$ cat config.mk
export PLATFORM = sky130hd
export DESIGN_NAME = nmc_dreg
export DESIGN_NICKNAME = d
export VERILOG_FILES = /design/src/hdl/nmc_pkg.sv /design/src/hdl/nmc_dreg.sv
export SDC_FILE = /design/constraint.sdc
export NUM_CORES = 1
export LEC_CHECK = 0
export BUFFER_PORTS_ARGS = -buffer_cell sky130_fd_sc_hd__buf_2
export CORE_MARGIN = 2
export CORE_UTILIZATION = 60
export DETAILED_ROUTE_END_ITERATION = 6
export GPL_ROUTABILITY_DRIVEN = 0
export PLACE_DENSITY_LB_ADDON = 0.3
export SYNTH_ARGS = -nofsm -noshare
export SYNTH_HDL_FRONTEND = slang
export SYNTH_SLANG_ARGS = --single-unit
$ cat constraint.sdc
create_clock -name clk -period 4.8 [get_ports clk]
set_input_delay 0.24 -clock clk [delete_from_list [all_inputs] [get_ports clk]]
set_output_delay 0.24 -clock clk [all_outputs]
set_load 0.01 [all_outputs]
$ cat src/hdl/nmc_pkg.sv
// Shared types, codes and constants of the NVM mailbox controller.
package nmc_pkg;

  localparam int NVM_DWORDS_DEF = 65536;
  localparam int DATA_REG_COUNT = 16;
  localparam int DREG_AW        = 4;
  localparam int LEN_W          = 5;
  localparam int OFS_W          = 22;
  localparam int OFS_LSB        = 2;
  localparam int LEN_LSB        = 24;
  localparam int BIT_ERROR      = 30;
  localparam int BIT_VALID      = 31;

  localparam logic [4:0] IDX_METADATA = 5'd16;
  localparam logic [4:0] IDX_COMMAND  = 5'd17;

  localparam logic [15:0] OPC_WRITE      = 16'h0020;
  localparam logic [15:0] OPC_AUTH       = 16'h0021;
  localparam logic [15:0] OPC_READ       = 16'h0022;
  localparam logic [15:0] OPC_SET_OFFSET = 16'h0023;

  localparam logic [31:0] NVM_ERASED = 32'hffff_ffff;

  typedef struct packed {
    logic        operation;
    logic [4:0]  reg_index;
    logic [31:0] write_data;
  } in_item_t;

  typedef struct packed {
    logic [31:0] read_data;
    logic        auth_pulse;
  } out_item_t;

  typedef enum logic [2:0] {
    ST_CLEAR,
    ST_IDLE,
    ST_EXEC,
    ST_RDWAIT,
    ST_COPY,
    ST_DRAIN,
    ST_RESP
  } state_t;

  typedef struct packed {
    logic               we;
    logic [DREG_AW-1:0] waddr;
    logic [31:0]        wdata;
    logic [DREG_AW-1:0] raddr;
  } dreg_req_t;

  typedef struct packed {
    logic busy;
    logic res_valid;
  } ctrl_stat_t;

endpackage

$ cat src/hdl/nmc_dreg.sv
// Data register file: sixteen dwords, one write and one registered read port.
module nmc_dreg (
  input  logic               clk,
  input  logic               rst_n,
  input  nmc_pkg::dreg_req_t req,
  output logic [31:0]        rdata
);

  logic [31:0]                      mem_r   [nmc_pkg::DATA_REG_COUNT];
  logic [nmc_pkg::DATA_REG_COUNT-1:0] valid_r;
  logic [31:0]                      rdata_r;

  always_ff @(posedge clk) begin
    if (!rst_n) begin
      valid_r <= '0;
    end else if (req.we) begin
      valid_r[req.waddr] <= 1'b1;
    end
  end

  always_ff @(posedge clk) begin
    if (req.we) begin
      mem_r[req.waddr] <= req.wdata;
    end
    rdata_r <= valid_r[req.raddr] ? mem_r[req.raddr] : '0;
  end

  assign rdata = rdata_r;

endmodule

# Yosys cells after proc, flatten, opt, wreduce, memory -nomap -nowiden
# Memory sizes are Yosys's and may differ from the RTL's. A register that Yosys moved wholly into a read port is not among the register bits.
# Index checks and enable logic that the tools add are counted.
[totals] n_memories=1 inputBits=43 ramBits=512 output_inout_bits=32 elab_cells=14 reg_bits=16
[classes] bitwise=1 magnitude_cmp=3 mux=6 n_reduce_logical=2
[memory_table] name="mem_r" depth=16 width=32 rd=1 rd_clocked_by_memory_dff=1 wr=1 line="nmc_dreg.sv:9" text="logic [31:0] mem_r [nmc_pkg::DATA_REG_COUNT];"
[op_table] operator="16-bit bitwise OR" count=1
[op_table] operator="4-bit by 5-bit < comparator with 1-bit output, second input constant" count=2
[op_table] operator="1-bit binary-select mux with 4-bit select" count=1
[op_table] operator="1-bit demux with 4-bit select" count=1
[op_table] operator="4-bit by 1-bit greater-or-equal comparator with 1-bit output, second input constant" count=1
[op_table] operator="1-bit 2-to-1 mux" count=4
[op_table] operator="1-bit logical AND" count=1
[op_table] operator="1-bit logical NOT" count=1

# Logic depth before layout (Yosys ltp)
# Gate-level depths: netlist of the first run.
[logic_depth] depth_word=5 depth_mapped=6 depth_no_buf=4

# Least setup slack after synthesis of the first run
# No wires, ideal clock.
[synth_path] kind="input-to-reg" from="in req[38] (netlist name)" to="mem mem_r[0][0] (enable)" path_buffers=0 slack_ns=1.327 setup_ns=0.464 cell_stages=2 required_ns=4.336 arrival_ns=3.009 path_cell_list="or3b_2 > nor3_1"
[synth_lines] item="start, declared" line="nmc_dreg.sv:5" text="input nmc_pkg::dreg_req_t req,"
[synth_lines] item="end, declared" line="nmc_dreg.sv:9"
# Straight into the memory's write port.

# Worst setup path in the final report of the first run
[layout_path] from="in req[0] (netlist name)" to="reg rdata_r[21] (netlist: rdata[21]) (read register of mem_r)"
[layout_via] elab_chain_cells=3
[layout_rtl] item="1-bit binary-select mux with 4-bit select" line="nmc_dreg.sv:25" text="rdata_r <= valid_r[req.raddr] ? mem_r[req.raddr] : '0;"
[layout_rtl] item="1-bit 2-to-1 mux (not written as such)" line="nmc_dreg.sv:25"
[layout_rtl] item="1-bit logical NOT (no source line)"
[layout_rtl] item="end, declared" line="nmc_dreg.sv:11" text="logic [31:0] rdata_r;"
# Parallel ways exist; a longest one is shown, timed or not. The select of a mux whose other input is x is not followed.
# A chain may end at the register's enable or synchronous reset.

==> results of run 1 <==
-- area by class of cell --
class,count,share of cell area
diodes,4,0.0004295
clock buffers,74,0.06384
clock inverters,28,0.01342
multi-input cells,274,0.1729
flip-flops and latches,560,0.7010
well taps,448,0.02405
repair buffers,99,0.02443
-- per-layer routing --
metal | up-vias | track usage | share of wire
met5 | - | 0 | 0
met4 | 0 | 0.06550 | 0.015
met3 | 58 | 0.04282 | 0.087
met2 | 472 | 0.3994 | 0.50
met1 | 5142 | 0.3691 | 0.40
li1 | 3991 | - | -
-- worst max path at each step --
| stage | end | cells after the start |
|---|---|---|
| after floorplan | mem_r[0][0] | 2 |
| after global placement | rdata[23] | 6 |
| after detailed placement | rdata[9] | 6 |
| after CTS | rdata[21] | 6 |
| after global routing | rdata[14] | 5 |
| final | rdata[21] | 6 |
-- sequential cells by signal, summed over array words and instances (netlist names) --
name     flops
mem_r      512
valid_r     16
rdata       32
-- synth_stat cells (all sizes together) --
master and count:
edfxtp 512, mux4 132, a22oi 64, dfxtp 48, buf 34, a21oi 32
clkbuf 16, o21a 16, nor2 14, nor3 4, a22o 2, nand2b 2
nand3b 2, nor2b 2, and2 1, nand2 1, nand3 1, or3b 1
-- layout by cell type (no fill, tap or decap) --
| cell type | n |
|---|---|
| a21oi_1 | 32 |
| a22o_1 | 2 |
| a22oi_1 | 64 |
| and2_2 | 1 |
| buf_2 | 72 |
| buf_4 | 26 |
| bufinv_16 | 6 |
| clkbuf_1 | 15 |
| clkbuf_16 | 55 |
| clkbuf_8 | 5 |
| clkinv_1 | 9 |
| clkinv_2 | 7 |
| clkinv_4 | 2 |
| clkinv_8 | 2 |
| clkinvlp_4 | 1 |
| dfxtp_1 | 48 |
| diode_2 | 4 |
| edfxtp_1 | 512 |
| inv_4 | 1 |
| mux4_2 | 132 |
| nand2_1 | 1 |
| nand2b_1 | 2 |
| nand3_1 | 1 |
| nand3b_1 | 2 |
| nor2_4 | 14 |
| nor2b_4 | 2 |
| nor3_2 | 4 |
| o21a_1 | 16 |
| or3b_2 | 1 |
-- worst max-delay path: stages --
cell      delay [ns]
clkbuf_8        0.50
mux4_2          0.57
a22o_1          0.28
nor2_4          0.62
buf_4           0.40
a21oi_1         0.07
-- kinds of logic after synthesis --
kind of cell	Yosys count
muxes	132
and+or+nand+nor	28
AOI/OAI and AO/OA	114
DFF	560
buffers and inverters	50
-- power by group through the flow --
stage | clock, mW | combinational (mW) | sequential, mW
6_report | 4.23 | 0.427 | 5.44
5_1_grt | 4.45 | 0.456 | 5.45
4_1_cts | 4.28 | 0.430 | 5.44
3_5_place_dp | 0 | 0.426 | 5.55
3_3_place_gp | 0 | 0.414 | 5.54
2_1_floorplan | 0 | 0.262 | 5.54
==> impl_results.md, run 1 <==
- Status: complete, no violations
- Hold_buf cts: 0
- Post-synth top area cell: edfxtp_1
- Hold slack: ~0.031 ns
- Mapped Area: 0.02052 mm^2
- GRT Total Usage: 0.2503
- P_sw: roughly 2.0 mW
- Adder-cell share of the synthesized area: 0
- Endpoint class of the critical path: flip-flop
- Placed cell count: 1381
- Register area share after synthesis: 0.7961
- CTS tree: built
- DIE AREA: around 0.036 mm^2
- Num ports: 75
- Post-Synth Simple-Gate Area: 0.007012
- RR Startpoint: valid_r[8]
- Pin count of the biggest net entering global routing: 73
- Compound-Gate Fraction of Synth Area: 0.03793
- Clock buffer count from CTS: 54
- Post-synth cell types: 22
- Post-route ant nets: 0
- Leak: around 7.5 nW
- Die width: roughly 190 um
- Crit start category: input pin
- Least-Margin Pin Slew: around 1.1 ns
- Clock share of power: 0.419
- Max Cap Viol: 0
- Net Sw Frac: 0.1992
- Flop pwr share: 0.539
- RSZ-0062 raised after global routing: no
- Core Region: between 0.03 and 0.04 mm^2
- Core Rows: between 60 and 70
- Pwr dens: between 400 and 500 mW/mm^2
- Synth warnings: 0
- Area after DPL: ~0.021 mm^2
- First-pass GRT wire length: around 64 mm
- Remaining DRCs: 0
- Hold/Removal Path Class: input pin to flip-flop
- Design area: 0.02330 mm^2
- Final period utilization: 0.4773
- Final design utilization: 0.6933
- Final Non-Filler Cells: roughly 1500
- Total chip power: 10.10 mW
- Clock Path Buffers: 3
- WL/cell: 29.26 um
- WP data arrival: between 2 and 3 ns
- Vias per inst: around 6.5
- Vias in the first global route: 10037
- Setup Total Neg Slack: 0 ns
- FF/Latch Area: 0.01634 mm^2
- Mux cell area share after synthesis: 0.1449
- Share of post-route cells with drive strength above 1: 0.3198
- Hold Path Sink: mem_r[8][9]
- Gate Count Post-Synth: between 800 and 900
- First drt pass iteration count: 5
- XOR/XNOR share of the synthesized area: 0
- Max Clock Freq: between 400 and 500 MHz
- Fin nets: around 1000
- Final WL: around 44 mm
- Hold Path Origin: req[13]
- Post-cts resize count: 0
- Initial antenna violation count: 3
- Worst Clk Skew: 0.03253 ns
- H-tree depth: 2
- Yosys top cell area share: 0.7493
- RR Endpoint: rdata[21]
- Die Span Y: between 150 and 200 um
- Worst skew pair latency: between 0.5 and 0.6 ns
- Final hold violations: 0
- Pre-CTS setup slack: 1.861 ns
- Largest family of logic cells by synthesized area: multiplexers
- Largest cells by area after synthesis: edfxtp_1 (75%), mux4_2 (14%), dfxtp_1 (4.7%), a22oi_1 (2.3%), a21oi_1 (0.78%)
- Logic pwr share: 0.042
- Critical-path maximum fanout: 50
- Dpl hpwl: around 20 mm
- Final Worst Setup Slack: 2.509 ns
- Pint: just over 8 mW
- Routed vias: slightly below 10000
- Port Buffers: 74
- Number of setup violations in the final report: 0
- Post-CTS setup buffer count: 0
- Fillers: around 2000
- Worst setup path startpoint: req[0]
- First DRT Iteration DRCs: 1032
- Syn Nets: between 900 and 1000
- CTS sink cnt: 560
- CTS root buf: clkbuf_16
- Worst path required time: about 5.2 ns
- Area Overhead vs Synth: 13.57%
- Tmin final: 2.291 ns
- Initial cell density of the core: 0.6104
- Fin. max-slew vios: 0
- Clock-pin slew on the worst setup and hold paths: about 0.060 ns
- WHS Path Cells: 1
- R2r setup slk: between 2 and 3 ns
- Area of the multi-input gates: about 0.0040 mm^2
- Crit path kind: input pin to flip-flop
- Syn Area/Cell: approximately 23 um^2
- Worst-case vdd ir drop: 0.3177 mV
- Worst R2R Path Depth: 5
- GRT overflow: 0
- Flops & latches, synth: 560
- Slew margin rel.: 0.2820
No activity file was read; power rests on OpenSTA's default activity.
==> run 2, diff against run 1 <==
- CORE_UTILIZATION: 60 -> 55
- clock period: 4.8 -> 1.85 ns (I/O delays scaled with it)
==> run 2 against run 1 <==
  * Setup slack lost 2.3 ns
  * Count of clock-buffer cells in the layout down 6
  * First-iteration DRC count grew 3.3%
  * Worst hold slack better by 0.16 ns
  * Register-to-register slack worse by 2.3 ns
  * Clock power rose to 2.5 times the previous value
  * Critical path depth decreased by 1
  * Cell area up 3.6%
  * Non-clock buffer count rose by 65
  * Wire length up 1.2%
  * Sequential cell count unchanged
  * Global-route usage is 1.5 points lower
==> impl_results.md, run 2 (synthesized netlist as in run 1, its figures left out) <==
- Worst skew pair latency: 0.58 ns (about the same)
- Worst path required time: 2.31 ns (-2.92 ns)
- Final period utilization: 0.8886
- Leak: 7.818 nW (+4.7%)
- Max Cap Viol: 0 (unchanged)
- Core Rows: 70 (+4.5%)
- Fin nets: 1095 (+6.1%)
- Tmin final: approximately 1.6 ns
- Crit start category: flip-flop
- WL/cell: 28.15 um (-3.8%)
- WP data arrival: 2.10 ns (-0.62 ns)
- Final WL: 44.02 mm (+1.2%)
- Clock Path Buffers: 3 (unchanged)
- Port Buffers: 74 (unchanged)
- Clock share of power: 0.407 (-0.012)
- Area of the multi-input gates: 0.004056 mm^2 (+0.68%)
- Hold/Removal Path Class: input pin to flip-flop
- Critical-path maximum fanout: 24 (-52%)
- Share of post-route cells with drive strength above 1: 0.3309 (+0.01109)
- Total chip power: 25.92 mW (+160%)
- Final design utilization: 0.6579 (-0.03541)
- Vias in the first global route: 10072 (+0.35%)
- GRT overflow: 0 (unchanged)
- Fin. max-slew vios: 0 (unchanged)
- Endpoint class of the critical path: flip-flop
- Hold slack: 0.1906 ns (+0.1596 ns)
- Max reg flops: 512 (unchanged)
- CTS tree: built
- Die width: 197.2 um (+4.4%)
- Pin count of the biggest net entering global routing: 59 (-19%)
- First-pass GRT wire length: 65.12 mm (+2.0%)
- Logic pwr share: 0.048 (+0.006)
- CTS sink cnt: 560 (unchanged)
- CTS root buf: clkbuf_16
- Max Clock Freq: 608.3 MHz
- GRT Total Usage: 0.2353 (-0.01504)
- P_sw: 5.169 mW (+160%)
- Biggest register: mem_r
- Dpl hpwl: 24.59 mm (+20%)
- Post-CTS setup buffer count: 0 (unchanged)
- CP Cell Sequence: mux4_2 > a22o_1 > nor2_4 > buf_12 > a21oi_1
- Worst Clk Skew: 0.01593 ns (-0.01660 ns)
- Clock buffer count from CTS: 52 (-3.7%)
- Routed vias: 9825 (+1.7%)
- Post-route ant nets: 0 (unchanged)
- Critical-path top delay cell: mux4_2
- Core Region: 0.03670 mm^2 (+9.2%)
- Crit path kind: flip-flop to flip-flop
- Area Overhead vs Synth: 17.65%
- H-tree depth: 2 (unchanged)
- Pint: 20.75 mW (+160%)
- Placed cell count: 1433 (+3.8%)
- RSZ-0062 raised after global routing: no
- Final Worst Setup Slack: 0.2060 ns (-2.303 ns)
- First DRT Iteration DRCs: 1066 (+3.3%)
- Net Sw Frac: 0.1994 (+0.0002041)
- Top Family by Delay on Critical Path: multiplexers
- Design area: 0.02414 mm^2 (+3.6%)
- Area after DPL: 0.02210 mm^2 (+2.8%)
- Pwr dens: 1074 mW/mm^2 (+150%)
- Status: complete, no violations
- Setup Total Neg Slack: 0 ns (unchanged)
- Fillers: 2317 (+16%)
- Least-Margin Pin Slew: 0.4836 ns (-0.5935 ns)
- Pre-CTS setup slack: 0.04747 ns (-1.813 ns)
- FF/Latch Area: 0.01634 mm^2 (unchanged)
- Most frequent cells in the layout: edfxtp_1 (512), mux4_2 (132), buf_2 (72)
- Number of buffers and inverters on the critical path: 1 (-1)
- Clock-pin slew on the worst setup and hold paths: 0.06 ns (about the same)
- Final hold violations: 0 (unchanged)
- Worst-case vdd ir drop: 0.7763 mV (+140%)
- Initial antenna violation count: 3 (unchanged)
- CP max stage delay: 0.46 ns (-0.16 ns)
- Die Span Y: 197.2 um (+4.4%)
- Initial cell density of the core: 0.5592 (-0.05126)
- Num ports: 75 (unchanged)
- Slew margin rel.: 0.6766 (+0.3947)
- Flop pwr share: 0.545 (+0.006)
- DIE AREA: 0.03887 mm^2 (+8.9%)
- Most common cell after layout, fill and taps aside: edfxtp_1
- Remaining DRCs: 0 (unchanged)
- Final Non-Filler Cells: 1564 (+5.2%)
- Number of setup violations in the final report: 0 (unchanged)
- Vias per inst: 6.282 (-3.3%)
- First drt pass iteration count: 5 (unchanged)
## run 2: cell types whose count changed in the layout (fill, tap and decap cells not counted), moves of 4 or more
cell and change:
clkbuf_1 -5, nor3_2 -4, buf_4 +6, buf_12 +25, nor3_4 +4, dlygate4sd3_1 +33
clkinvlp_4 +4
## run 2: metal layers
layer  share of wire  vias up  GRT usage
li1                -     4105          -
met3           0.080       75    0.04678
met5         0.00027        -          0
met1            0.42     5234     0.3459
met2            0.48      409     0.3695
met4           0.021        2    0.06099
## run 2: final timing paths
path / end / start / depth (start not counted) / slack, ns
setup / recovery: rdata[14] / valid_r[13] / 5 / 0.21
hold / removal: rdata[31] / req[2] / 4 / 0.19
setup reg to reg: rdata[14] / valid_r[13] / 5 / 0.21
hold reg to reg: valid_r[1] / valid_r[1] / 1 / 0.47
## run 2: cell type report
type,count,share of cell area
Sequential cell,560,0.6767
Multi-Input combinational cell,274,0.1680
Timing Repair Buffer,164,0.06033
Clock buffer,68,0.05934
Tap cell,468,0.02426
Clock inverter,28,0.01119
Antenna cell,2,0.0002073
## run 2: what timing repair did
item / CTS / global route
resized for setup: 0 / 0
hold endpoints to repair: 528 / 0
hold buffers: 33 / 0
## run 2: power by group through the flow
stage               Sequential [mW]  Combinational (mW)  Clock, mW
floorplan                      14.4               0.684          0
global placement               14.4                1.18          0
detailed placement             14.4                1.20          0
CTS                            14.1                1.26       10.7
global route                   14.1                1.34       11.2
finish                         14.1                1.25       10.6
## run 2: tightest hold or removal path: stages
cell	delay [ns]
buf_6	0.15
mux4_2	0.22
a22oi_1	0.08
a21oi_1	0.17
