[src/hdl/nmc_pkg.sv]
// Shared types, codes and constants of the NVM mailbox controller.
package nmc_pkg;

  localparam int NVM_DWORDS_DEF = 65536;
  localparam int DATA_REG_COUNT = 16;
  localparam int DREG_AW        = 4;
  localparam int LEN_W          = 5;
  localparam int OFS_W          = 22;
  localparam int OFS_LSB        = 2;
  localparam int LEN_LSB        = 24;
  localparam int BIT_ERROR      = 30;
  localparam int BIT_VALID      = 31;

  localparam logic [4:0] IDX_METADATA = 5'd16;
  localparam logic [4:0] IDX_COMMAND  = 5'd17;

  localparam logic [15:0] OPC_WRITE      = 16'h0020;
  localparam logic [15:0] OPC_AUTH       = 16'h0021;
  localparam logic [15:0] OPC_READ       = 16'h0022;
  localparam logic [15:0] OPC_SET_OFFSET = 16'h0023;

  localparam logic [31:0] NVM_ERASED = 32'hffff_ffff;

  typedef struct packed {
    logic        operation;
    logic [4:0]  reg_index;
    logic [31:0] write_data;
  } in_item_t;

  typedef struct packed {
    logic [31:0] read_data;
    logic        auth_pulse;
  } out_item_t;

  typedef enum logic [2:0] {
    ST_CLEAR,
    ST_IDLE,
    ST_EXEC,
    ST_RDWAIT,
    ST_COPY,
    ST_DRAIN,
    ST_RESP
  } state_t;

  typedef struct packed {
    logic               we;
    logic [DREG_AW-1:0] waddr;
    logic [31:0]        wdata;
    logic [DREG_AW-1:0] raddr;
  } dreg_req_t;

  typedef struct packed {
    logic busy;
    logic res_valid;
  } ctrl_stat_t;

endpackage

[src/hdl/nmc_ctrl.sv]
// Sequencer: register decode, command execution and the shared address adder.
module nmc_ctrl #(
  parameter int NVM_DWORDS = nmc_pkg::NVM_DWORDS_DEF,
  localparam int NVM_AW    = $clog2(NVM_DWORDS)
) (
  input  logic                clk,
  input  logic                rst_n,
  input  logic                in_valid,
  input  nmc_pkg::in_item_t   in_item,
  input  logic                res_take,
  output nmc_pkg::ctrl_stat_t stat,
  output nmc_pkg::out_item_t  res,
  output nmc_pkg::dreg_req_t  dreg_req,
  input  logic [31:0]         dreg_rdata,
  output logic                nvm_we,
  output logic [NVM_AW-1:0]   nvm_waddr,
  output logic [31:0]         nvm_wdata,
  output logic [NVM_AW-1:0]   nvm_raddr,
  input  logic [31:0]         nvm_rdata
);

  localparam int LIM_W = nmc_pkg::OFS_W + 1;
  localparam logic [LIM_W-1:0]  NVM_LIM   = LIM_W'(NVM_DWORDS);
  localparam logic [NVM_AW-1:0] CLR_LAST  = NVM_AW'(NVM_DWORDS - 1);
  localparam logic [nmc_pkg::LEN_W-1:0] FULL_LEN = nmc_pkg::LEN_W'(nmc_pkg::DATA_REG_COUNT);

  nmc_pkg::state_t    state_r, state_nxt;
  nmc_pkg::in_item_t  item_r, item_nxt;
  nmc_pkg::out_item_t res_r, res_nxt;
  logic [31:0]                  meta_r, meta_nxt;
  logic [31:0]                  cmd_r, cmd_nxt;
  logic [nmc_pkg::OFS_W-1:0]    woff_r, woff_nxt;
  logic [nmc_pkg::OFS_W-1:0]    base_r, base_nxt;
  logic [nmc_pkg::LEN_W-1:0]    len_r, len_nxt;
  logic [nmc_pkg::LEN_W-1:0]    cnt_r, cnt_nxt;
  logic                         dir_wr_r, dir_wr_nxt;
  logic                         pend_r, pend_nxt;
  logic [nmc_pkg::DREG_AW-1:0]  pidx_r, pidx_nxt;
  logic [NVM_AW-1:0]            paddr_r, paddr_nxt;
  logic [NVM_AW-1:0]            clr_r, clr_nxt;

  logic                         wr;
  logic [4:0]                   idx;
  logic [31:0]                  wd;
  logic [15:0]                  opc;
  logic                         run;
  logic                         is_dreg;
  logic [nmc_pkg::OFS_W-1:0]    meta_ofs;
  logic [nmc_pkg::LEN_W-1:0]    exec_len;
  logic [nmc_pkg::OFS_W-1:0]    add_a;
  logic [nmc_pkg::LEN_W-1:0]    add_b;
  logic [LIM_W-1:0]             sum;
  logic                         range_err;
  logic                         cmd_err;
  logic                         start_copy;

  assign wr       = item_r.operation;
  assign idx      = item_r.reg_index;
  assign wd       = item_r.write_data;
  assign opc      = wd[15:0];
  assign run      = wr && (idx == nmc_pkg::IDX_COMMAND) && wd[nmc_pkg::BIT_VALID];
  assign is_dreg  = (idx < 5'(nmc_pkg::DATA_REG_COUNT));
  assign meta_ofs = meta_r[nmc_pkg::OFS_LSB +: nmc_pkg::OFS_W];

  always_comb begin
    exec_len = FULL_LEN;
    if (opc == nmc_pkg::OPC_READ && meta_r[nmc_pkg::LEN_LSB +: 4] != 4'd0) begin
      exec_len = {1'b0, meta_r[nmc_pkg::LEN_LSB +: 4]};
    end
  end

  // shared adder: range check in decode, NVM address during copy, offset advance at end
  always_comb begin
    if (state_r == nmc_pkg::ST_EXEC) begin
      add_a = (opc == nmc_pkg::OPC_READ) ? meta_ofs : woff_r;
      add_b = exec_len;
    end else begin
      add_a = base_r;
      add_b = cnt_r;
    end
    sum = {1'b0, add_a} + LIM_W'(add_b);
  end

  assign range_err = (sum > NVM_LIM);

  always_comb begin
    case (opc) inside
      nmc_pkg::OPC_SET_OFFSET, nmc_pkg::OPC_AUTH: cmd_err = 1'b0;
      nmc_pkg::OPC_READ, nmc_pkg::OPC_WRITE:      cmd_err = range_err;
      default:                                    cmd_err = 1'b1;
    endcase
  end

  assign start_copy = run && !range_err &&
                      ((opc == nmc_pkg::OPC_READ) || (opc == nmc_pkg::OPC_WRITE));

  always_comb begin
    state_nxt = state_r;
    unique case (state_r)
      nmc_pkg::ST_CLEAR:  if (clr_r == CLR_LAST) state_nxt = nmc_pkg::ST_IDLE;
      nmc_pkg::ST_IDLE:   if (in_valid) state_nxt = nmc_pkg::ST_EXEC;
      nmc_pkg::ST_EXEC: begin
        if (start_copy) begin
          state_nxt = nmc_pkg::ST_COPY;
        end else if (!wr && is_dreg) begin
          state_nxt = nmc_pkg::ST_RDWAIT;
        end else begin
          state_nxt = nmc_pkg::ST_RESP;
        end
      end
      nmc_pkg::ST_RDWAIT: state_nxt = nmc_pkg::ST_RESP;
      nmc_pkg::ST_COPY:   if (cnt_r == len_r - 1'b1) state_nxt = nmc_pkg::ST_DRAIN;
      nmc_pkg::ST_DRAIN:  state_nxt = nmc_pkg::ST_RESP;
      nmc_pkg::ST_RESP:   if (res_take) state_nxt = nmc_pkg::ST_IDLE;
      default:            state_nxt = nmc_pkg::ST_IDLE;
    endcase
  end

  always_comb begin
    item_nxt   = item_r;
    res_nxt    = res_r;
    meta_nxt   = meta_r;
    cmd_nxt    = cmd_r;
    woff_nxt   = woff_r;
    base_nxt   = base_r;
    len_nxt    = len_r;
    cnt_nxt    = cnt_r;
    dir_wr_nxt = dir_wr_r;
    pend_nxt   = 1'b0;
    pidx_nxt   = pidx_r;
    paddr_nxt  = paddr_r;
    clr_nxt    = clr_r;

    dreg_req.we    = 1'b0;
    dreg_req.waddr = pidx_r;
    dreg_req.wdata = nvm_rdata;
    dreg_req.raddr = cnt_r[nmc_pkg::DREG_AW-1:0];
    nvm_we         = 1'b0;
    nvm_waddr      = paddr_r;
    nvm_wdata      = dreg_rdata;
    nvm_raddr      = sum[NVM_AW-1:0];

    // retire the copy beat issued last cycle
    if (pend_r) begin
      if (dir_wr_r) begin
        nvm_we = 1'b1;
      end else begin
        dreg_req.we = 1'b1;
      end
    end

    unique case (state_r)
      nmc_pkg::ST_CLEAR: begin
        nvm_we    = 1'b1;
        nvm_waddr = clr_r;
        nvm_wdata = nmc_pkg::NVM_ERASED;
        clr_nxt   = clr_r + 1'b1;
      end
      nmc_pkg::ST_IDLE: begin
        if (in_valid) item_nxt = in_item;
      end
      nmc_pkg::ST_EXEC: begin
        dreg_req.raddr     = idx[nmc_pkg::DREG_AW-1:0];
        res_nxt.read_data  = '0;
        res_nxt.auth_pulse = run && (opc == nmc_pkg::OPC_AUTH);
        if (!wr) begin
          if (idx == nmc_pkg::IDX_METADATA) res_nxt.read_data = meta_r;
          if (idx == nmc_pkg::IDX_COMMAND)  res_nxt.read_data = cmd_r;
        end else if (is_dreg) begin
          dreg_req.we    = 1'b1;
          dreg_req.waddr = idx[nmc_pkg::DREG_AW-1:0];
          dreg_req.wdata = wd;
        end else if (idx == nmc_pkg::IDX_METADATA) begin
          meta_nxt = wd;
        end else if (idx == nmc_pkg::IDX_COMMAND) begin
          cmd_nxt = wd[nmc_pkg::BIT_VALID] ? {1'b0, cmd_err, wd[29:0]} : wd;
        end
        if (run && opc == nmc_pkg::OPC_SET_OFFSET) woff_nxt = meta_ofs;
        base_nxt   = add_a;
        len_nxt    = exec_len;
        cnt_nxt    = '0;
        dir_wr_nxt = (opc == nmc_pkg::OPC_WRITE);
      end
      nmc_pkg::ST_RDWAIT: begin
        res_nxt.read_data = dreg_rdata;
      end
      nmc_pkg::ST_COPY: begin
        pend_nxt  = 1'b1;
        pidx_nxt  = cnt_r[nmc_pkg::DREG_AW-1:0];
        paddr_nxt = sum[NVM_AW-1:0];
        cnt_nxt   = cnt_r + 1'b1;
      end
      nmc_pkg::ST_DRAIN: begin
        if (dir_wr_r) woff_nxt = sum[nmc_pkg::OFS_W-1:0];
      end
      nmc_pkg::ST_RESP: begin
      end
      default: begin
      end
    endcase
  end

  always_ff @(posedge clk) begin
    if (!rst_n) begin
      state_r <= nmc_pkg::ST_CLEAR;
      clr_r   <= '0;
      pend_r  <= 1'b0;
      meta_r  <= '0;
      cmd_r   <= '0;
      woff_r  <= '0;
    end else begin
      state_r <= state_nxt;
      clr_r   <= clr_nxt;
      pend_r  <= pend_nxt;
      meta_r  <= meta_nxt;
      cmd_r   <= cmd_nxt;
      woff_r  <= woff_nxt;
    end
  end

  always_ff @(posedge clk) begin
    item_r   <= item_nxt;
    res_r    <= res_nxt;
    base_r   <= base_nxt;
    len_r    <= len_nxt;
    cnt_r    <= cnt_nxt;
    dir_wr_r <= dir_wr_nxt;
    pidx_r   <= pidx_nxt;
    paddr_r  <= paddr_nxt;
  end

  assign stat.busy      = (state_r != nmc_pkg::ST_IDLE);
  assign stat.res_valid = (state_r == nmc_pkg::ST_RESP);
  assign res            = res_r;

endmodule

[config.mk]
export PLATFORM = sky130hd
export DESIGN_NAME = nmc_ctrl
export DESIGN_NICKNAME = d
export VERILOG_FILES = /design/src/hdl/nmc_pkg.sv /design/src/hdl/nmc_ctrl.sv
export SDC_FILE = /design/constraint.sdc
export NUM_CORES = 1
export LEC_CHECK = 0
export ABC_AREA = 1
export BUFFER_PORTS_ARGS = -buffer_cell sky130_fd_sc_hd__buf_4
export CAP_MARGIN = 20
export CORE_ASPECT_RATIO = 1.2
export CORE_MARGIN = 2
export CORE_UTILIZATION = 50
export DETAILED_ROUTE_END_ITERATION = 8
export GPL_ROUTABILITY_DRIVEN = 0
export PLACE_DENSITY_LB_ADDON = 0.2
export SLEW_MARGIN = 5
export SYNTH_ARGS = -nofsm -noshare
export SYNTH_HDL_FRONTEND = slang
export SYNTH_SLANG_ARGS = --single-unit
[constraint.sdc]
create_clock -name clk -period 4.5 [get_ports clk]
set_input_delay 0.225 -clock clk [delete_from_list [all_inputs] [get_ports clk]]
set_output_delay 0.225 -clock clk [all_outputs]
set_load 0.02 [all_outputs]
Word level (Yosys, flattened, before mapping)
Cells that the tools add are included.

Bits in registers: 230. Input port bits: 106. Word-level logic and storage cells: 103.

Add/subtract/negate cells: 4. Magnitude comparators: 2. Equal/unequal tests: 21. Multiplexer cells: 33. Bitwise operators: 2. Reduce and logical (&&, ||, !) cells: 24.

Operators by type and width (count): $mux W32 (4); $mux W22 (4); $mux W37 (2); $eq A16 B6 Y1 const B (4); $pmux W32 S2 (1); $pmux W22 S2 (1); $mux W41 (1); $mux W31 (1); $add A22 B5 Y23 (1); $gt A23 B17 Y1 const B (1); $mux W3 (6); $pmux W3 S6 (1); $add A16 B1 Y16 const B (1); $eq A16 B16 Y1 const B (1); $mux W16 (1); $eq A5 B5 Y1 const B (2); $mux W5 (2); $ne A2 B2 Y1 const B (5); $pmux W5 S2 (1); $eq A3 B3 Y1 const B (3); $logic_and A1 B1 Y1 (8); $mux W1 (8); $reduce_and A4 Y1 (2); $eq A3 B2 Y1 const B (2); other kinds (17) (23).

Logic depth before layout (Yosys ltp)
Word-level depth: 11. Gate-level depth with buffers: 32. Mapped depth without buffers: 30.

Least setup slack after synthesis
OpenSTA, ideal clock, no wires.

Kind: flip-flop to flip-flop. Start: reg state_r[1]. End: reg state_r[1]. Arrival time: 4.490 ns. Data required time: 4.369 ns. Slack: -0.120 ns. Stages on the path, launching flop included: 28. Period minus slack after synthesis: 4.620 ns. Path through: dfxtp_1 > inv_2 > nor3_4 > buf_2 > buf_2 > buf_1 > o21ai_0 > o21ai_0 > fa_1 > a21oi_1 > o21bai_1 > nand2_1 > nand2_1 > nand3_1 > nor2_2 > nand2_1 > nand2_1 > nand2_1 > nor2_1 > nand2_1 > nor2_1 > nand2_1 > nand2_1 > nand3_1 > nand2_1 > nand2_1 > nand2_1 > a21oi_2.

Cells in the longest elaborated chain, start to end: 9. Elaborated cells between the ends (all ways): 22.

RTL lines: start: declaration (line nmc_ctrl.sv:27) `nmc_pkg::state_t state_r, state_nxt;`; start signal: assignment (line nmc_ctrl.sv:205) `state_r <= nmc_pkg::ST_CLEAR;`; start signal: assignment (line nmc_ctrl.sv:212) `state_r <= state_nxt;`; $eq A3 B2 Y1 (line nmc_ctrl.sv:74) `if (state_r == nmc_pkg::ST_EXEC) begin`; $mux W22 (line nmc_ctrl.sv:74); net add_a, one bit (line nmc_ctrl.sv:50) `logic [nmc_pkg::OFS_W-1:0] add_a;`; $add A22 B5 Y23 (line nmc_ctrl.sv:81) `sum = {1'b0, add_a} + LIM_W'(add_b);`; net nvm_raddr[8] (line nmc_ctrl.sv:18) `output logic [NVM_AW-1:0] nvm_raddr,`; $gt A23 B17 Y1 (line nmc_ctrl.sv:84) `assign range_err = (sum > NVM_LIM);`; $logic_not A1 Y1 (line nmc_ctrl.sv:94) `assign start_copy = run && !range_err &&`; $logic_and A1 B1 Y1 (2 in series) (line nmc_ctrl.sv:94); $mux W3 (line nmc_ctrl.sv:103) `if (start_copy) begin`; $pmux W3 S6 (line nmc_ctrl.sv:99) `unique case (state_r)`.

The timed path passes the listed nets, and every way through them passes these cells. A chain may end at the register's enable or synchronous reset.

Worst setup path in the final report
Start: reg item_r, in the netlist wd[4]. End: out nvm_raddr[12].

Elaborated cells between the ends (all ways): 7.

RTL lines: start: declaration (line nmc_ctrl.sv:28) `nmc_pkg::in_item_t item_r, item_nxt;`; start signal: assignment (line nmc_ctrl.sv:222) `item_r <= item_nxt;`; $eq A16 B6 Y1 (line nmc_ctrl.sv:75) `add_a = (opc == nmc_pkg::OPC_READ) ? meta_ofs : woff_r;`; $mux W22 (line nmc_ctrl.sv:75); $mux W22 (line nmc_ctrl.sv:74); net add_a, one bit (line nmc_ctrl.sv:50); $add A22 B5 Y23 (line nmc_ctrl.sv:81); end: declaration (line nmc_ctrl.sv:18).

The timed path passes the listed nets, and every way through them passes these cells.

==> results.txt <==
----------------------------------------------------
[Synth]
  Post-synth EDFFs ... 124
  Synth Area in Compound Gates ... 0.163
  Post-Synthesis Cells ... 1424
  Combinational family with the most area after synthesis ... simple AND/OR/NAND/NOR gates
  Adder and majority cell fraction of the synthesized area ... 0.0104
  Multiplexer share of the synthesized area ... 0.000979
  Post-Synth XOR/XNOR Area ... 0.00914
  Yosys cell types ... 50
  Mapped Nets ... 1539
  Simple-gate share of the synthesized area ... 0.226
  Netlist area before placement ... 11500 µm²
  Mean Syn Cell Area ... 8.08 µm²
  Portion of the post-synthesis area used by sequential elements ... 0.506
  Top flip-flop cell by instance count after synthesis ... sky130_fd_sc_hd__edfxtp_1
  Fraction of synthesis flops using an asynchronous set or reset pin ... 0
  Yosys reg bits ... 229
  Total number of yosys warnings ... 0

[Clock tree]
  Depth of the CTS H-tree ... 1
  Worst skew pair latency ... 0.52 ns
  Clock sink count ... 229
  Clock Tree Root ... sky130_fd_sc_hd__clkbuf_16
  TritonCTS clock tree ... yes
  Number of clock buffers inserted by TritonCTS ... 25
  CTS max path bufs ... 3
  Clock-pin transition on the worst setup and hold timing paths ... 0.06 ns

[Final layout]
  Layout Nets ... 1796
  Most common cell after layout, fill and taps aside ... sky130_fd_sc_hd__nand2_1
  Area added between synthesis and finish ... 28.2%
  Highest-count cells in the layout ignoring fill and taps ... 320 x sky130_fd_sc_hd__nand2_1, 268 x sky130_fd_sc_hd__buf_4, 201 x sky130_fd_sc_hd__o21ai_0, 158 x sky130_fd_sc_hd__inv_1, 124 x sky130_fd_sc_hd__edfxtp_1
  Number of diodes ... 0
  Fraction of final layout cells sized beyond drive strength 1 ... 0.226

[Timing]
  Final-report max-slew violation count ... 0
  FMAX ... 0.245 GHz
  Slew @ Worst Pin ... 1.03 ns
  Worst setup slack after layout ... 0.414 ns
  Final hold violation count ... 0
  Hold_ws ... 0.0404 ns
  Max_slew headroom ... 0.313
  Time the worst path needs with I/O delays and setup ... 4.09 ns
  Final-report setup violation count ... 0
  RSZ-0062 raised after global routing ... no
  Final worst clock skew ... 0.0157 ns
  Final worst path period share ... 0.908
  Setup_tns ... 0 ns

[Critical path]
  Sort of element at the start of the critical path ... flip-flop
  Arrival time worst endpoint ... 3.86 ns
  Startpoint-to-endpoint class of the critical path ... flip-flop to output pin
  Category of cells accounting for the largest share of critical-path delay ... simple AND/OR/NAND/NOR gates
  Worst Path Buf+Inv ... 2
  Critical path peak fanout ... 7
  Endpoint kind of the worst setup timing path ... output pin
  Crit-path slowest cell ... sky130_fd_sc_hd__edfxtp_1
  Crit-path max cell delay ... 0.38 ns
  Cell chain of the critical path ... nor2_1, nand2_1, nor2_4, a21oi_1, o21ai_0, ha_1, fa_1, a21oi_1, o21bai_1, nand2_1, nand2_1, nand3_1, nor2_2, nand2_1, nor2_2, nand2_1, nand2_1, inv_1, buf_4
  CP required ... 4.28 ns
  Most used cell along the critical path ... sky130_fd_sc_hd__nand2_1

[Floorplanning]
  Number of top-level pins ... 247
  Die Span X ... 142 µm
  Area of the die ... 24200 µm²
  Die H ... 170 µm
  Floorplan Core Area ... 22500 µm²
  Cell row count ... 60
  Starting Density ... 0.511

[Drt]
  Detailed-route via count ... 10700
  Detailed Route Iter0 Violations ... 878
  1st-pass router iterations ... 6
  Average vias per placed instance ... 5.43
  Total DRC errors in the routed layout ... 0
  Drt total wl ... 33.8 mm
  Remaining antenna violation count ... 0
  Routed length per instance ... 17.1 µm

[Global routing]
  Pin count of the biggest net entering global routing ... 83
  First-pass GRT wire length ... 53.2 mm
  Number of global-route vias before repair ... 10200
  Antenna violations before repair ... 0
  Total grt overflow ... 0
  Overall Global Routing Usage ... 0.275

[Placed design]
  Number of buffer cells added on primary ports ... 246
  Worst-case setup slack after placement ... 0.596 ns
  Post-DP HPWL ... 23.6 mm

[Outcome]
  Result of the run ... complete, no violations

[Power and ir drop]
  Areal power density over the cells ... 297 nW/µm²
  Leakage dissipation ... 6.20 nW
  Maximum vdd drop ... 0.260 mV

[Hold path]
  Path class of the lowest-slack min-delay path ... input pin to flip-flop

[Run]
  Count of max-cap constraint violations ... 0

----------------------------------------------------
-- layer usage --
metal  vias up  global-route usage  share of wire
met1      4945               0.355           0.42
met5         -                   0              0
met4         0              0.0852          0.026
met2       455               0.476           0.49
met3        68              0.0391          0.071
li1       5275                   -              -
-- per-stage QoR --
stage | total power, mW | util | area [µm²] | std cells
2_1_floorplan | 2.29 | - | 11500 | 1424
3_3_place_gp | 2.40 | 0.600 | 13500 | 1889
3_5_place_dp | 2.40 | 0.601 | 13500 | 1890
4_1_cts | 4.39 | 0.653 | 14700 | 1974
5_1_grt | 4.50 | 0.655 | 14800 | 1979
6_report | 4.38 | 0.655 | 14800 | 1979
-- logic make-up (layout without fill, tap and decap cells) --
family | Yosys count | count (layout)
AO/OA/AOI/OAI | 348 | 348
XOR/XNOR | 12 | 12
adder cells (fa/ha/maj) | 9 | 9
buffers and inverters | 244 | 520
flip-flops | 229 | 229
multiplexers | 1 | 1
AND/OR/NAND/NOR | 581 | 581
-- layout make-up --
| type | instances | area, µm² |
|---|---|---|
| Timing Repair Buffer | 307 | 2410 |
| Fill cell | 1912 | 7770 |
| Multi-Input combinational cell | 951 | 4740 |
| Clock buffer | 41 | 767 |
| Sequential cell | 229 | 5830 |
| Clock inverter | 5 | 30.0 |
| Tap cell | 279 | 349 |
| Inverter | 167 | 627 |
-- cell usage after synthesis, types with 4 or more instances --
cell type / instances / share of area
sky130_fd_sc_hd__xnor2_1: 4 / 0.0030
sky130_fd_sc_hd__buf_2: 12 / 0.0052
sky130_fd_sc_hd__buf_1: 6 / 0.0020
sky130_fd_sc_hd__nand2_4: 4 / 0.0039
sky130_fd_sc_hd__nor3_1: 13 / 0.0057
sky130_fd_sc_hd__clkbuf_1: 53 / 0.017
sky130_fd_sc_hd__nand2_1: 322 / 0.11
sky130_fd_sc_hd__buf_6: 5 / 0.0049
sky130_fd_sc_hd__inv_2: 6 / 0.0020
sky130_fd_sc_hd__nand3_2: 4 / 0.0035
sky130_fd_sc_hd__a221oi_1: 13 / 0.0099
sky130_fd_sc_hd__nor2_2: 11 / 0.0060
sky130_fd_sc_hd__nand3_1: 106 / 0.046
sky130_fd_sc_hd__nand2_2: 19 / 0.010
sky130_fd_sc_hd__or2_2: 16 / 0.0087
sky130_fd_sc_hd__dfxtp_1: 105 / 0.18
sky130_fd_sc_hd__inv_1: 158 / 0.052
sky130_fd_sc_hd__edfxtp_1: 124 / 0.32
sky130_fd_sc_hd__nor2_1: 65 / 0.021
sky130_fd_sc_hd__a31oi_1: 5 / 0.0027
sky130_fd_sc_hd__o21ai_0: 202 / 0.088
sky130_fd_sc_hd__xor2_1: 8 / 0.0061
sky130_fd_sc_hd__a22o_1: 5 / 0.0038
sky130_fd_sc_hd__a21oi_1: 105 / 0.046
sky130_fd_sc_hd__ha_1: 8 / 0.0087
sky130_fd_sc_hd__nand4_1: 9 / 0.0049
-- worst register-to-register path, stage by stage, from the launching register on --
cell,delay (ns)
sky130_fd_sc_hd__edfxtp_1,0.38
sky130_fd_sc_hd__nor2_1,0.17
sky130_fd_sc_hd__nand2_1,0.11
sky130_fd_sc_hd__nor2_4,0.23
sky130_fd_sc_hd__a21oi_1,0.11
sky130_fd_sc_hd__o21ai_0,0.25
sky130_fd_sc_hd__ha_1,0.27
sky130_fd_sc_hd__fa_1,0.23
sky130_fd_sc_hd__a21oi_1,0.08
sky130_fd_sc_hd__o21bai_1,0.23
sky130_fd_sc_hd__nand2_1,0.09
sky130_fd_sc_hd__nand2_1,0.14
sky130_fd_sc_hd__nand3_1,0.13
sky130_fd_sc_hd__nor2_2,0.21
sky130_fd_sc_hd__nand2_1,0.11
sky130_fd_sc_hd__nand2_1,0.08
sky130_fd_sc_hd__nand2_1,0.13
sky130_fd_sc_hd__nor2_1,0.14
sky130_fd_sc_hd__nand2_1,0.06
sky130_fd_sc_hd__nor2_1,0.08
sky130_fd_sc_hd__nand2_1,0.06
sky130_fd_sc_hd__nand2_1,0.08
sky130_fd_sc_hd__nand3_1,0.10
sky130_fd_sc_hd__nand2_1,0.09
sky130_fd_sc_hd__nand2_1,0.05
sky130_fd_sc_hd__nand2_1,0.07
sky130_fd_sc_hd__a21oi_2,0.05
-- power by group --
group | internal [mW] | leakage (nW) | switching [mW]
clock network | 1.16 | 0.395 | 0.832
logic | 0.111 | 4.04 | 0.0828
registers | 2.19 | 1.76 | 0.00205
-- registers in the layout (all words and copies together) (netlist names) --
register,count
dir_wr_r,1
cnt_r,5
pend_r,1
res,33
base_r,22
idx,5
pidx_r,4
woff_r,22
clr_r,16
wr,1
cmd_r,31
meta_r,32
paddr_r,16
state_r,3
wd,32
len_r,5
-- final timing paths --
kind | start | to | slack [ns] | cells after the start
worst min register to register | woff_r[20]$_SDFFE_PN0P_ | woff_r[20]$_SDFFE_PN0P_ | 0.47 | 2
worst max-delay path | wd[4]$_DFFE_PP_ | nvm_raddr[12] | 0.41 | 19
worst max register to register | wd[4]$_DFFE_PP_ | state_r[1]$_SDFFE_PN0P_ | 0.62 | 26
worst min-delay path | res_take | state_r[1]$_SDFFE_PN0P_ | 0.04 | 4
-- repair_timing --
action / in CTS / in global routing
endpoints found under the setup margin: 0 / 1
hold buffers: 38 / 0
buffers inserted: 0 / 5
endpoints found under the hold margin: 38 / 0
resized for setup: 0 / 2
(Power assumes the default switching activity.)
